## config.mk

```make
export PLATFORM = sky130hd
export DESIGN_NAME = next_permutation_generator
export DESIGN_NICKNAME = d
export VERILOG_FILES = /design/src/hdl/npg_pkg.sv /design/src/hdl/npg_datapath.sv /design/src/hdl/npg_ctrl.sv /design/src/hdl/next_permutation_generator.sv
export SDC_FILE = /design/constraint.sdc
export NUM_CORES = 1
export LEC_CHECK = 0
export BUFFER_PORTS_ARGS = -buffer_cell sky130_fd_sc_hd__buf_2
export CAP_MARGIN = 20
export CORE_MARGIN = 2
export CORE_UTILIZATION = 45
export CTS_CLUSTER_DIAMETER = 100
export DETAILED_ROUTE_END_ITERATION = 7
export GPL_ROUTABILITY_DRIVEN = 0
export PLACE_DENSITY = 0.64
export SLEW_MARGIN = 0
export SYNTH_ARGS = -nofsm -noshare
export SYNTH_HDL_FRONTEND = slang
export SYNTH_SLANG_ARGS = --single-unit
```

## constraint.sdc

```tcl
create_clock -name clk -period 5.7 [get_ports clk]
set_input_delay 0 -clock clk [delete_from_list [all_inputs] [get_ports clk]]
set_output_delay 0 -clock clk [all_outputs]
set_load 0.01 [all_outputs]
```

## src/hdl/npg_pkg.sv

```systemverilog
// shared types and constants for the next permutation generator
package npg_pkg;

	localparam int ELEM_W  = 16;
	localparam int IDX_W   = 4;
	localparam int SEG_W   = 5;
	localparam int MAX_RUN = 16;

	localparam logic [1:0] CMD_IDENT   = 2'd0;
	localparam logic [1:0] CMD_WRITE   = 2'd1;
	localparam logic [1:0] CMD_ADVANCE = 2'd2;
	localparam logic [1:0] CMD_UNUSED  = 2'd3;

	localparam logic [0:0] REG_SEG_START = 1'b0;
	localparam logic [0:0] REG_SEG_END   = 1'b1;

	// datapath operations issued by the controller
	typedef enum logic [3:0] {
		OP_NONE   = 4'd0,
		OP_IDENT  = 4'd1,
		OP_WRITE  = 4'd2,
		OP_PSETUP = 4'd3,  // begin a pivot: pivot = p-1, scan from pivot+1
		OP_SCAN   = 4'd4,  // compare one suffix element with the pivot
		OP_SWAP   = 4'd5,
		OP_ISETUP = 4'd6,  // begin an insertion pass for element i
		OP_ISTEP  = 4'd7,  // one shift step of insertion sort
		OP_EMIT   = 4'd8,
		OP_START  = 4'd9   // prime the pivot and run counters for an advance
	} op_t;

	typedef struct packed {
		op_t op;
	} npg_cmd_t;

	typedef struct packed {
		logic no_pivot;   // segment too short
		logic pivot_done; // p reached lo
		logic scan_done;  // scan index reached hi
		logic found;
		logic sort_done;  // insertion index reached hi
		logic ins_done;   // current insertion pass finished
		logic emit_last;
	} npg_stat_t;

endpackage

```

## src/hdl/npg_datapath.sv

```systemverilog
// element store, scan and insertion sort datapath
module npg_datapath #(
	parameter int VEC_LEN = 16
) (
	input  logic                      clk,
	input  logic                      arst_n,
	input  npg_pkg::npg_cmd_t         cmd_i,
	output npg_pkg::npg_stat_t        stat_o,
	input  logic [npg_pkg::SEG_W-1:0] seg_start_i,
	input  logic [npg_pkg::SEG_W-1:0] seg_end_i,
	input  logic [3:0]                elem_index_i,
	input  logic [npg_pkg::ELEM_W-1:0] elem_value_i,
	output logic [npg_pkg::IDX_W-1:0] emit_index_o,
	output logic [npg_pkg::ELEM_W-1:0] emit_value_o
);
	localparam int AW = (VEC_LEN > 1) ? $clog2(VEC_LEN) : 1;
	localparam int CW = $clog2(VEC_LEN + 1);
	localparam int RUN = (VEC_LEN < npg_pkg::MAX_RUN) ? VEC_LEN : npg_pkg::MAX_RUN;

	logic [npg_pkg::ELEM_W-1:0] vec_q [VEC_LEN];
	logic [CW-1:0] hi, lo;
	logic [CW-1:0] p_q, piv_q, i_q, j_q, bi_q, k_q;
	logic [npg_pkg::ELEM_W-1:0] cur_q, best_q, key_q;
	logic found_q;
	logic [npg_pkg::ELEM_W-1:0] e_i, e_jm1;

	always_comb begin
		if (int'(seg_end_i) > VEC_LEN) hi = CW'(VEC_LEN);
		else hi = CW'(seg_end_i);
		if (int'(seg_start_i) > VEC_LEN) lo = CW'(VEC_LEN);
		else lo = CW'(seg_start_i);
	end

	assign e_i   = vec_q[i_q[AW-1:0]];
	assign e_jm1 = vec_q[AW'(j_q - CW'(1))];

	always_comb begin
		stat_o.no_pivot   = (hi < CW'(2)) || ({1'b0, lo} + (CW+1)'(2) > {1'b0, hi});
		stat_o.pivot_done = (p_q <= lo);
		stat_o.scan_done  = (i_q >= hi);
		stat_o.found      = found_q;
		stat_o.sort_done  = (i_q >= hi);
		stat_o.ins_done   = !((j_q > piv_q + CW'(1)) && (e_jm1 > key_q));
		stat_o.emit_last  = (k_q == CW'(RUN - 1));
	end

	assign emit_index_o = k_q[npg_pkg::IDX_W-1:0];
	assign emit_value_o = vec_q[k_q[AW-1:0]];

	always_ff @(posedge clk or negedge arst_n) begin
		if (!arst_n) begin
			p_q <= '0; piv_q <= '0; i_q <= '0; j_q <= '0; bi_q <= '0; k_q <= '0;
			cur_q <= '0; best_q <= '0; key_q <= '0;
			found_q <= 1'b0;
		end else begin
			case (cmd_i.op)
				npg_pkg::OP_IDENT: begin
					k_q <= '0;
				end
				npg_pkg::OP_WRITE: begin
					k_q <= '0;
				end
				npg_pkg::OP_START: begin
					p_q <= hi - CW'(1);
					k_q <= '0;
				end
				npg_pkg::OP_PSETUP: begin
					piv_q <= p_q - CW'(1);
					i_q <= p_q;
					cur_q <= vec_q[AW'(p_q - CW'(1))];
					found_q <= 1'b0;
				end
				npg_pkg::OP_SCAN: begin
					if (e_i > cur_q && (!found_q || e_i < best_q)) begin
						best_q <= e_i; bi_q <= i_q; found_q <= 1'b1;
					end
					i_q <= i_q + CW'(1);
					if (i_q + CW'(1) >= hi && !(e_i > cur_q && (!found_q || e_i < best_q))
					    && !found_q)
						p_q <= p_q - CW'(1);
				end
				npg_pkg::OP_SWAP: begin
					i_q <= piv_q + CW'(2);
				end
				npg_pkg::OP_ISETUP: begin
					key_q <= e_i;
					j_q <= i_q;
				end
				npg_pkg::OP_ISTEP: begin
					if (stat_o.ins_done) i_q <= i_q + CW'(1);
					else j_q <= j_q - CW'(1);
				end
				npg_pkg::OP_EMIT: begin
					k_q <= k_q + CW'(1);
				end
				default: begin
				end
			endcase
		end
	end

	// element store writes
	always_ff @(posedge clk) begin
		case (cmd_i.op)
			npg_pkg::OP_IDENT: begin
				for (int n = 0; n < VEC_LEN; n++) vec_q[n] <= npg_pkg::ELEM_W'(n);
			end
			npg_pkg::OP_WRITE: begin
				if (int'(elem_index_i) < VEC_LEN)
					vec_q[AW'(elem_index_i)] <= elem_value_i;
			end
			npg_pkg::OP_SWAP: begin
				vec_q[bi_q[AW-1:0]]  <= cur_q;
				vec_q[piv_q[AW-1:0]] <= best_q;
			end
			npg_pkg::OP_ISTEP: begin
				if (stat_o.ins_done) vec_q[j_q[AW-1:0]] <= key_q;
				else vec_q[j_q[AW-1:0]] <= e_jm1;
			end
			default: begin
			end
		endcase
	end
endmodule

```

## src/hdl/npg_ctrl.sv

```systemverilog
// controller state machine for the next permutation generator
module npg_ctrl (
	input  logic               clk,
	input  logic               arst_n,
	input  logic               in_valid,
	output logic               in_stall,
	input  logic [1:0]         cmd,
	output logic               out_valid,
	input  logic               out_stall,
	output logic               ok_o,
	input  npg_pkg::npg_stat_t stat_i,
	output npg_pkg::npg_cmd_t  cmd_o
);
	typedef enum logic [7:0] {
		S_IDLE  = 8'b00000001,
		S_PSET  = 8'b00000010,
		S_SCAN  = 8'b00000100,
		S_SWAP  = 8'b00001000,
		S_ISET  = 8'b00010000,
		S_ISTEP = 8'b00100000,
		S_EMIT  = 8'b01000000,
		S_PCHK  = 8'b10000000
	} state_t;

	state_t state_q, state_d;
	logic ok_q, ok_d;

	assign in_stall  = (state_q != S_IDLE);
	assign out_valid = (state_q == S_EMIT);
	assign ok_o      = ok_q;

	always_comb begin
		state_d = state_q;
		ok_d = ok_q;
		cmd_o.op = npg_pkg::OP_NONE;
		case (state_q)
			S_IDLE: begin
				if (in_valid) begin
					case (cmd)
						npg_pkg::CMD_IDENT: begin
							cmd_o.op = npg_pkg::OP_IDENT; ok_d = 1'b1; state_d = S_EMIT;
						end
						npg_pkg::CMD_WRITE: cmd_o.op = npg_pkg::OP_WRITE;
						npg_pkg::CMD_ADVANCE: begin
							cmd_o.op = npg_pkg::OP_START;
							if (stat_i.no_pivot) begin
								ok_d = 1'b0; state_d = S_EMIT;
							end else state_d = S_PSET;
						end
						default: ;
					endcase
				end
			end
			S_PCHK: begin
				if (stat_i.pivot_done) begin
					ok_d = 1'b0; state_d = S_EMIT;
				end else state_d = S_PSET;
			end
			S_PSET: begin
				cmd_o.op = npg_pkg::OP_PSETUP; state_d = S_SCAN;
			end
			S_SCAN: begin
				if (stat_i.scan_done) begin
					state_d = stat_i.found ? S_SWAP : S_PCHK;
				end else cmd_o.op = npg_pkg::OP_SCAN;
				if (!stat_i.scan_done) state_d = S_SCAN;
			end
			S_SWAP: begin
				cmd_o.op = npg_pkg::OP_SWAP; ok_d = 1'b1; state_d = S_ISET;
			end
			S_ISET: begin
				if (stat_i.sort_done) state_d = S_EMIT;
				else begin
					cmd_o.op = npg_pkg::OP_ISETUP; state_d = S_ISTEP;
				end
			end
			S_ISTEP: begin
				cmd_o.op = npg_pkg::OP_ISTEP;
				if (stat_i.ins_done) state_d = S_ISET;
			end
			S_EMIT: begin
				if (!out_stall) begin
					cmd_o.op = npg_pkg::OP_EMIT;
					if (stat_i.emit_last) state_d = S_IDLE;
				end
			end
			default: state_d = S_IDLE;
		endcase
	end

	always_ff @(posedge clk or negedge arst_n) begin
		if (!arst_n) begin
			state_q <= S_IDLE;
			ok_q <= 1'b0;
		end else begin
			state_q <= state_d;
			ok_q <= ok_d;
		end
	end
endmodule

```

## src/hdl/next_permutation_generator.sv

```systemverilog
// top level of the next permutation generator
// usage:
//   input channel in_valid/in_stall carries cmd, elem_index, elem_value.
//   cmd 0 loads the identity, 1 writes one element (no results), 2 steps
//   the segment [seg_start, seg_end) to its lexicographic successor.
//   load and advance emit min(VEC_LEN,16) result transactions on
//   out_valid/out_stall, out_index ascending, last high on the final one.
//   advanced is 1 after a load or successful advance, 0 after a failed advance; a write leaves it unchanged.
//   one item is worked at a time: in_stall is high until its run is out.
//   an advance, for each pivot tried, scans the suffix with the single
//   compare unit one element at a time, then insertion-sorts the suffix one
//   shift at a time (quadratic in suffix length worst case), then the run.
//   a write does not stall the input; a load sets the identity, then the run.
//   the run is paced by out_stall, one element per unstalled cycle.
//   configuration writes via cfg_we/cfg_index/cfg_data while idle.
//   reset sets seg_start 0, seg_end 16; the element store is undefined
//   until loaded or written.
module next_permutation_generator #(
	parameter int VEC_LEN = 16
) (
	input  logic        clk,
	input  logic        arst_n,
	input  logic        in_valid,
	output logic        in_stall,
	input  logic [1:0]  cmd,
	input  logic [3:0]  elem_index,
	input  logic [15:0] elem_value,
	output logic        out_valid,
	input  logic        out_stall,
	output logic [3:0]  out_index,
	output logic [15:0] out_value,
	output logic        advanced,
	output logic        last,
	input  logic        cfg_we,
	input  logic        cfg_index,
	input  logic [4:0]  cfg_data
);
	logic [npg_pkg::SEG_W-1:0] seg_start_q, seg_end_q;
	npg_pkg::npg_cmd_t  dp_cmd;
	npg_pkg::npg_stat_t dp_stat;

	always_ff @(posedge clk or negedge arst_n) begin
		if (!arst_n) begin
			seg_start_q <= 5'd0;
			seg_end_q   <= 5'd16;
		end else if (cfg_we) begin
			case (cfg_index)
				npg_pkg::REG_SEG_START: seg_start_q <= cfg_data;
				npg_pkg::REG_SEG_END:   seg_end_q   <= cfg_data;
				default: ;
			endcase
		end
	end

	npg_ctrl u_ctrl (
		.clk(clk), .arst_n(arst_n), .in_valid(in_valid), .in_stall(in_stall),
		.cmd(cmd), .out_valid(out_valid), .out_stall(out_stall), .ok_o(advanced),
		.stat_i(dp_stat), .cmd_o(dp_cmd)
	);

	npg_datapath #(.VEC_LEN(VEC_LEN)) u_dp (
		.clk(clk), .arst_n(arst_n), .cmd_i(dp_cmd), .stat_o(dp_stat),
		.seg_start_i(seg_start_q), .seg_end_i(seg_end_q),
		.elem_index_i(elem_index), .elem_value_i(elem_value),
		.emit_index_o(out_index), .emit_value_o(out_value)
	);

	assign last = dp_stat.emit_last;
endmodule

```

==> metrics.csv <==
metric,value,unit
yosysTopAreaCell,edfxtp_1,
min-delay-path-class,in -> reg,
root_buffer,clkbuf_16,
die_h,241.9,um
cts_made_buffers,40,
clkPwrFrac,23.9,%
grt_pass1_wl,143700,um
slew_headroom,26.94,%
core,56170,um2
initialDrtViolationCount,3328,
syn_area,25460,um2
grt_max_degree,63,
syn_area_per_cell,13.04,um2
via_count,20760,
report.power.total,10.68,mW
synthAdderAreaFrac,4.128,%
yosys-mux-area-fraction,30.04,%
drive_above_1_share,31.87,%
worstPathMaxFanout,27,
final_area,28110,um2
synth_xor_area_share,0.5849,%
synth_area_leaders,"edfxtp_1 30%, mux4_2 27%, dfrtp_1 9.3%",
place_area,26640,um2
dp.final_hpwl,65170,um
fin_crit_sh,95.85,%
ys.warnings.count,0,
ys_seq_elements,353,
synth_top_area_share,30.20,%
r2r_cells,13,
crit_type,reg -> reg,
maxCapViolations,0,
rsz0062_at_grt,false,
clk_latency,610,ps
ys.flop_type,edfxtp_1,
viasPerCell,7.529,
grt_pass1_vias,20430,
yosys.area_share.simple,7.598,%
combPwrFrac,44.3,%
ant_nets,0,
syn2layout_area_growth,10.42,%
syn_nets,2069,
grt_use_total,33.79,%
setup_viol,0,
power_frac_seq,31.7,%
synth_top_family_by_area,multiplexers,
fmax,0.1830,GHz
ys_async_sr_fraction,27.48,%
slew_violations,0,
row_count,87,
p_switching,4.301,mW
cts_resized,0,
peakVddDrop,0.0004767,V
skew,26.46,ps
cp-start-kind,flip-flop,
port_buffers,56,
clk_path_buf_depth,3,
ios,57,
wl_per_cell,36.07,um
synth_cell_types,91,
synth_compound_gate_area_share,13.12,%
diodes,0,
cp.arrival,5770,ps
cts_tree,built,
dieArea,58490,um2
swShare,40.28,%
drt-pass1-iter-count,6,
hold_viol,0,
cp-end-kind,flip-flop,
power.internal,6.376,mW
status,"finished, final reports clean",
seq_area_frac_synth,39.74,%
grt_overflow,0,
tightest_slew,1096,ps
htree_num_levels,2,
antenna_found_initial,0,
start_util,45.32,%
final_cell_mix,"300 x mux4_2, 256 x edfxtp_1, 192 x nand2_1",
syn_inst,1952,
fin_crit,5463,ps
p_per_area,379.8,nW/um2
cts.sinks,353,
p_leak,9.855,nW
final_nets,2088,
wl,99490,um
setup_tns,0,ps
layout_commonest_cell,mux4_2,
synth_enable_flop_cells,256,
whs_path_depth,5,
worst_ep_required_time,6000,ps
die_w,241.9,um
route.detailed.drc,0,
clk_pin_slew,60,ps
## critical path, cell delays in order (launching register included)
cell and delay [ps]:
dfrtp_1 470, inv_1 80, ha_2 480, buf_12 250, mux4_2 340, mux4_2 550, ha_1 360, nand4_1 360
a2111oi_0 480, a21oi_1 130, a41oi_2 620, o221ai_1 190, buf_4 240, a22oi_1 570
## power by group through the flow
stage	sequential [mW]	clock [mW]	combinational, mW
2_1_floorplan	3.12	0	3.35
3_3_place_gp	3.42	0	4.48
3_5_place_dp	3.43	0	4.56
4_1_cts	3.38	2.55	4.59
5_1_grt	3.41	2.64	4.96
6_report	3.39	2.55	4.73
## logic make-up (layout without fill, tap and decap cells)
| kind of cell | after synthesis | count (layout) |
|---|---|---|
| buffers and inverters | 270 | 320 |
| and+or+nand+nor | 384 | 384 |
| DFF | 353 | 353 |
| xor gates and xnor gates | 17 | 17 |
| AOI/OAI and AO/OA | 466 | 466 |
| adders and majority gates | 84 | 84 |
| muxes | 378 | 378 |
## registers in the layout (all words and copies together) (netlist names), 4 cells and up
| name | count |
|---|---|
| u_dp.vec_q | 256 |
| u_dp.best_q | 16 |
| u_dp.cur_q | 16 |
| u_dp.key_q | 16 |
| u_ctrl.state_q | 8 |
| seg_end_q | 5 |
| seg_start_q | 5 |
| u_dp.i_q | 5 |
| u_dp.j_q | 5 |
| u_dp.k_q | 5 |
| u_dp.p_q | 5 |
| u_dp.piv_q | 5 |
| u_dp.bi_q | 4 |
## synth_stat cells (4+ instances only)
cell type,number
clkbuf_8,7
o221ai_2,9
mux2_2,49
o31ai_1,45
a21oi_1,32
mux4_2,300
xnor2_1,9
nand2b_1,7
a211oi_1,5
o211ai_1,43
dfrtp_1,95
o31ai_2,10
o22ai_1,172
ha_1,84
o21ai_0,60
nor2_1,37
mux2i_1,26
buf_6,5
nand3_1,42
nor4_1,4
nand2_1,193
o221ai_4,5
and3_1,11
buf_1,29
o21a_1,4
clkbuf_1,100
nand4_1,15
inv_1,80
a31oi_1,13
a22oi_1,29
a21o_1,6
xor2_1,8
and2_1,17
nor3_1,8
buf_4,13
nor2b_1,8
buf_2,33
edfxtp_1,256
a222oi_1,4
## repair_timing
item | in CTS | in global routing
hold buffers | 19 | 0
endpoints found under the setup margin | 0 | 0
buffers inserted | 0 | 0
hold endpoints to repair | 55 | 0
## layer usage
| layer | GRT usage, % | up-vias | routed length, um |
|---|---|---|---|
| li1 | - | 8054 | - |
| met1 | 40.98 | 10260 | 32420 |
| met2 | 50.14 | 1981 | 43820 |
| met3 | 12.83 | 471 | 15360 |
| met4 | 23.00 | 0 | 7883 |
| met5 | 0 | - | 0 |
## worst paths after layout
path                                start          endpoint  slack [ps]
min                                cmd[1]       u_dp.p_q[1]          10
max in group asynchronous          arst_n     u_dp.cur_q[2]        3650
max reg2reg                   u_dp.j_q[1]  u_dp.vec_q[4][2]         240
min in group asynchronous          arst_n       u_dp.j_q[2]         480
max                           u_dp.j_q[1]  u_dp.vec_q[4][2]         240
min reg2reg                seg_start_q[0]    seg_start_q[0]         510
## metrics by stage
step                      util [%]  setup slack, ps  hold WS [ps]  instances
after global placement       47.43            458.6         61.83       2664
after CTS                    49.96            412.6        0.9698       2756
final                        50.05            236.7         9.547       2758
after detailed placement     47.43            423.1         52.49       2664
after global routing         50.05            114.3         74.23       2758
after floorplan                  -            459.3        -295.6       1952
## cell type report
cell class              count  area, um2
clock inverters            20      138.9
flip-flops and latches    353      10140
repair buffers            166       1276
well taps                 756      945.9
multi-input cells        1329      14210
clock buffers              53       1094
inverters                  81      304.0
fillers                  4803      28060
(Power assumes the default switching activity.)
